`src/hdl/pti_pkg.sv`:
```
// ----------------------------------------------------------------------------
// pti_pkg: shared types and constants of the periodic table interpolator
// Field widths, table geometry, register indexes, controller states and
// the command and status bundles between controller and datapath.
// ----------------------------------------------------------------------------
`default_nettype none

package pti_pkg;

    // table geometry
    localparam int NUM_ACTUATORS = 8;
    localparam int CACHE_POINTS  = 128;
    localparam int SAMPLE_WIDTH  = 16;
    localparam int FRAC_BITS     = 16;

    localparam int TIME_W      = 32;
    localparam int CH_W        = 3;                          // channel field
    localparam int PT_W        = 7;                          // point index field
    localparam int PTS_W       = 8;                          // points_in_use register
    localparam int ACT_W       = 4;                          // actuators_in_use register
    localparam int ADDR_W      = CH_W + PT_W;
    localparam int TABLE_DEPTH = NUM_ACTUATORS * CACHE_POINTS;
    localparam int PROD_W      = TIME_W + PTS_W;             // elapsed * points
    localparam int QUOT_BITS   = PT_W + FRAC_BITS;           // point index . fraction
    localparam int CNT_W       = 6;                          // divider step counter
    localparam int MIX_W       = SAMPLE_WIDTH + 1;           // sample difference
    localparam int MPROD_W     = 2 * MIX_W;                  // difference * fraction

    // configuration port
    localparam int CFG_IDX_W  = 2;
    localparam int CFG_DATA_W = 32;
    localparam logic [CFG_IDX_W-1:0] CFG_POINTS = 2'd0;
    localparam logic [CFG_IDX_W-1:0] CFG_ACTS   = 2'd1;
    localparam logic [CFG_IDX_W-1:0] CFG_LEN    = 2'd2;

    localparam logic [PTS_W-1:0]  RST_POINTS = 8'd100;
    localparam logic [ACT_W-1:0]  RST_ACTS   = 4'd8;
    localparam logic [TIME_W-1:0] RST_LEN    = 32'd5000;

    // input command codes
    localparam logic CMD_WRITE = 1'b0;
    localparam logic CMD_TIME  = 1'b1;

    typedef struct packed {
        logic                           command;
        logic [CH_W-1:0]                channel;
        logic [PT_W-1:0]                point_index;
        logic signed [SAMPLE_WIDTH-1:0] point_value;
        logic [TIME_W-1:0]              now_time;
    } t_in;

    typedef struct packed {
        logic [CH_W-1:0]                out_channel;
        logic signed [SAMPLE_WIDTH-1:0] drive_value;
        logic                           last_channel;
    } t_out;

    typedef enum logic [3:0] {
        S_IDLE,
        S_ELAP,
        S_MOD,
        S_MULP,
        S_PSTART,
        S_FRAC,
        S_RDA,
        S_RDB,
        S_MUL,
        S_OUT
    } t_state;

    typedef struct packed {
        logic wr_en;        // store one table sample
        logic take_time;    // latch time, config snapshot, first start
        logic load_e;       // elapsed time into register
        logic mod_start;    // divider: elapsed mod cycle length
        logic mod_load;     // wrapped elapsed and advanced start
        logic mul_p;        // elapsed * points
        logic frac_start;   // divider: point index and fraction
        logic frac_load;    // point pair and fraction, channel 0
        logic rd_b;         // address second point, keep first sample
        logic mul;          // difference * fraction
        logic out_load;     // result into output register
    } t_cmd;

    typedef struct packed {
        logic e_ge_len;
        logic div_done;
        logic out_free;
        logic ch_last;
    } t_stat;

endpackage

`default_nettype wire

```
`src/hdl/pti_ctrl.sv`:
```
// ----------------------------------------------------------------------------
// pti_ctrl: sequencer of the periodic table interpolator
// Accepts transactions in idle, steps the datapath through the wrap when needed,
// phase division and one read-multiply-emit pass per actuator.
// ----------------------------------------------------------------------------
`default_nettype none

module pti_ctrl (
    input  wire logic             i_clk,
    input  wire logic             i_rst_n,
    input  wire logic             i_in_valid,
    input  wire logic             i_command,
    output logic                  o_in_ready,
    output pti_pkg::t_cmd         o_cmd,
    input  wire pti_pkg::t_stat   i_stat
);

    pti_pkg::t_state r_state;
    pti_pkg::t_state n_state;

    always_ff @(posedge i_clk) begin
        if (!i_rst_n) begin
            r_state <= pti_pkg::S_IDLE;
        end else begin
            r_state <= n_state;
        end
    end

    always_comb begin
        n_state    = r_state;
        o_cmd      = '0;
        o_in_ready = 1'b0;
        unique case (r_state)
            pti_pkg::S_IDLE: begin
                o_in_ready = 1'b1;
                if (i_in_valid) begin
                    if (i_command == pti_pkg::CMD_TIME) begin
                        o_cmd.take_time = 1'b1;
                        n_state         = pti_pkg::S_ELAP;
                    end else begin
                        o_cmd.wr_en = 1'b1;
                    end
                end
            end
            pti_pkg::S_ELAP: begin
                o_cmd.load_e = 1'b1;
                if (i_stat.e_ge_len) begin
                    o_cmd.mod_start = 1'b1;
                    n_state         = pti_pkg::S_MOD;
                end else begin
                    n_state = pti_pkg::S_MULP;
                end
            end
            pti_pkg::S_MOD: begin
                if (i_stat.div_done) begin
                    o_cmd.mod_load = 1'b1;
                    n_state        = pti_pkg::S_MULP;
                end
            end
            pti_pkg::S_MULP: begin
                o_cmd.mul_p = 1'b1;
                n_state     = pti_pkg::S_PSTART;
            end
            pti_pkg::S_PSTART: begin
                o_cmd.frac_start = 1'b1;
                n_state          = pti_pkg::S_FRAC;
            end
            pti_pkg::S_FRAC: begin
                if (i_stat.div_done) begin
                    o_cmd.frac_load = 1'b1;
                    n_state         = pti_pkg::S_RDA;
                end
            end
            pti_pkg::S_RDA: begin
                n_state = pti_pkg::S_RDB;
            end
            pti_pkg::S_RDB: begin
                o_cmd.rd_b = 1'b1;
                n_state    = pti_pkg::S_MUL;
            end
            pti_pkg::S_MUL: begin
                o_cmd.mul = 1'b1;
                n_state   = pti_pkg::S_OUT;
            end
            pti_pkg::S_OUT: begin
                if (i_stat.out_free) begin
                    o_cmd.out_load = 1'b1;
                    n_state        = i_stat.ch_last ? pti_pkg::S_IDLE : pti_pkg::S_RDA;
                end
            end
            default: begin
                n_state = pti_pkg::S_IDLE;
            end
        endcase
    end

endmodule

`default_nettype wire

```
`config.mk`:
```
export PLATFORM = sky130hd
export DESIGN_NAME = pti_ctrl
export DESIGN_NICKNAME = d
export VERILOG_FILES = /design/src/hdl/pti_pkg.sv /design/src/hdl/pti_ctrl.sv
export SDC_FILE = /design/constraint.sdc
export NUM_CORES = 1
export LEC_CHECK = 0
export BUFFER_PORTS_ARGS = -buffer_cell sky130_fd_sc_hd__buf_2
export CORE_AREA = 2 2 39 41
export DETAILED_ROUTE_END_ITERATION = 7
export DIE_AREA = 0 0 41 43
export PLACE_DENSITY_LB_ADDON = 0.3
export SLEW_MARGIN = 10
export SYNTH_ARGS = -nofsm -noshare
export SYNTH_HDL_FRONTEND = slang
export SYNTH_SLANG_ARGS = --single-unit
```
`constraint.sdc`:
```
create_clock -name i_clk -period 1.5 [get_ports i_clk]
set_input_delay 0.15 -clock i_clk [delete_from_list [all_inputs] [get_ports i_clk]]
set_output_delay 0.15 -clock i_clk [all_outputs]
set_load 0.02 [all_outputs]
```
==> reports/metrics.csv <==
metric,value,unit
cell breakdown of the critical path,buf_6 -> nor4_4 -> and3_1 -> buf_6,
pin slew with the least headroom to its limit,0.358,ns
number of buffers inserted during clock tree synthesis,3,
Switching Power,0.000415,W
Crit path arrival time,1.30,ns
hold path startpoint,i_rst_n,
highest cell delay on the worst timing path,0.34,ns
post-synth cell types,27,
die height,43,um
most flop-heavy register,r_state,
sum of buffers and inverters on the critical path,2,
dominant delay contributor by cell family on the critical path,simple AND/OR/NAND/NOR gates,
ratio of cells with drive above 1 in the final layout,48.8,%
Int Pwr,0.000529,W
share of synthesized area occupied by flip-flops and latches,20.8,%
cell area after synthesis,384,um^2
total global routing overflow,0,
DRC violation count after routing,0,
HPWL after detailed placement,888,um
most frequent cells in the layout,"15 x sky130_fd_sc_hd__buf_2, 10 x sky130_fd_sc_hd__buf_4, 7 x sky130_fd_sc_hd__nor2_1, 5 x sky130_fd_sc_hd__nand2_1",
placeable core area,1380,um^2
clock input transition at the sequential cells of the worst setup and hold paths,0.03,ns
final core area utilization,44.9,%
met3 capacity usage during global routing,6.28,%
sort of element at the end of the critical path,output port,
hold depth,3,
worst flop-to-flop path endpoint,r_state[0],
combinational family with the most area after synthesis,simple AND/OR/NAND/NOR gates,
effective utilization at floorplan,27.8,%
maximum number of buffers from clock root to sink,2,
nets in the synthesized netlist,63,
final setup vio count,0,
TritonCTS clock tree,done,
clock skew,0.000159,ns
Switching Fraction,44.0,%
max capacitance violation total,0,
kind of path behind the tightest hold check,in2reg,
share of total power in the clock network,13.8,%
clk root buf,sky130_fd_sc_hd__clkbuf_4,
"Slew Viols, Final",0,
post-synthesis share of cell area spent on xor and xnor gates,2.28,%
largest registers in the final layout,r_state: 4 flops,
total power,0.000944,W
Max Clock Freq,689,MHz
"leading cell type in the layout, fill and taps excluded",sky130_fd_sc_hd__buf_2,
Worst Reg2Reg Path Length in Cells,5,
Register-to-Register Setup Slack,0.13,ns
post-synthesis cell count,55,
number of violations reported at the end of detailed-routing iteration 0,6,
CP max FO,8,
power per standard cell area,1520,nW/um^2
layer with the highest usage after global routing,met2,
Synth Register Bits,4,
capture endpoint of the worst hold path,r_state[1],
Worst IR Drop VDD,0.540,mV
mean cell area of the mapped netlist,6.98,um^2
minimum setup slack in the final design,0.0483,ns
area added between synthesis and finish,61.9,%
multiplexer area fraction after synthesis,0,%
setup repair after global routing missed its margin,yes,
shortest period the worst path allows,1.45,ns
crit start category,flip-flop,
RR Startpoint,r_state[0],
met1 track demand over resource,17.6,%
floorplan row count,14,
maximum number of pins on one net before global-route repair,11,
total length of routed wires,1.14,mm
start-to-end type of the worst setup path,reg2out,
PortBufs,19,
fraction of power consumed by sequential logic,19.7,%
part of the cycle the worst path needs,96.8,%
count of pins on the block boundary,20,
part of the total power dissipated in combinational logic,66.5,%
share of the synthesized area in compound gates (AO/OA/AOI/OAI),25.1,%
wire length of the first global-routing pass,1.85,mm
Via-to-Cell Ratio,5.20,
Routed WL per cell,11.6,um
insertion delay to the later sink of the worst-skew pair,0.23,ns
simple-gate share of the synthesized area,43.6,%
worst-case setup slack after placement,0.100,ns
GR Layer Usage met2,23.4,%
number of H-tree branching levels,1,
total die area,1760,um^2
Total Nets Final,92,
via count of the first global-routing pass,454,
number of warnings reported in the yosys synthesis log,0,
slowest stage cell on the critical path,sky130_fd_sc_hd__dfxtp_2,
final weighted congestion of routability-driven global placement,0.816,
clk sink count,4,
GRT Overall Usage,15.1,%
antenna-violating nets left,0,
Max-slew headroom,76.0,%
outcome,"complete, no violations",
CP required,1.35,ns
Critical Path Most Common Cell,sky130_fd_sc_hd__buf_6,
total vias in the final route,510,
horizontal extent of the die,41,um
final hold violations,0,
detailed-routing iteration count for the pre-antenna-repair pass,4,
adder-cell share of the synthesized area,0,%
hold_buf cts,0,
Leak Pwr,0.316,nW
"flip-flop count of the largest register, all copies and words added",4,
number of antenna violations at the first check in global routing,0,
number of antenna repair diodes,0,
cells in the mapped netlist, drive strengths merged:
master  number  area, um^2
a211oi       1        7.51
a21oi        3        15.0
a311oi       2        17.5
a31oi        2        12.5
a32o         1        10.0
and2         1        6.26
and3         3        18.8
and3b        2        17.5
and4b        2        20.0
buf          4        20.0
dfxtp        4        80.1
inv          3        11.3
nand2        5        18.8
nand2b       1        6.26
nand4        1        6.26
nor2         8        30.0
nor2b        1        6.26
nor3b        2        15.0
nor4         1        6.26
nor4b        1        8.76
o21ai        3        18.8
o21bai       1        7.51
o31ai        1        7.51
or4          1        7.51
xor2         1        8.76
worst reg2reg max path, delay by kind of cell (launching register included):
family          cells  cell delay [ns]
compound gates      3             0.60
buf+inv             1             0.15
simple gates        1             0.18
flops               1             0.34
power by group through the flow:
stage          sequential [W]  clock (W)  combinational, W
2_1_floorplan        0.000154          0          0.000415
3_3_place_gp         0.000182          0          0.000570
3_5_place_dp         0.000181          0          0.000574
4_1_cts              0.000188   0.000137          0.000596
5_1_grt              0.000191   0.000148          0.000697
6_report             0.000186   0.000131          0.000627
metal layers:
layer,up-vias,wire length (um),share of wire (%)
li1,260,-,-
met1,237,498,44
met2,11,583,51
met3,2,44,3.9
met4,0,9,0.79
met5,-,0,0
logic make-up (layout without fill, tap and decap cells):
family	Yosys count	after routing
buffers and inverters	7	34
AO/OA/AOI/OAI	14	14
XOR/XNOR	1	1
flip-flops	4	4
AND/OR/NAND/NOR	29	29
area by class of cell:
cell class,count,area (um^2)
Clock buffer,3,22.5
Fill cell,148,762
Inverter,3,11.3
Multi-Input combinational cell,44,298
Sequential cell,4,86.3
Tap cell,16,20.0
Timing Repair Buffer,28,184
through the flow:
step,cell area (um^2),TNS [ns],cells,hold slack (ns)
final,622,0,98,0.189
after detailed placement,552,0,93,0.418
after CTS,592,0,96,0.177
after global placement,552,0,93,0.423
after floorplan,404,0,55,0.297
after global routing,622,-0.270,98,0.198
what timing repair did:
item,4_1_cts,5_1_grt
endpoints found under the setup margin,8,5
gates resized for setup,8,5
setup buffers,0,2
pin swaps,0,2
worst max path at each step:
| stage | startpoint | to | cells past startpoint |
|---|---|---|---|
| floorplan | r_state[0] | o_cmd[10] | 4 |
| global placement | r_state[1] | r_state[2] | 4 |
| detailed placement | r_state[1] | r_state[0] | 4 |
| CTS | r_state[3] | o_cmd[9] | 4 |
| global route | r_state[0] | o_cmd[10] | 5 |
| finish | r_state[0] | o_cmd[9] | 4 |
(Power assumes the default switching activity.)
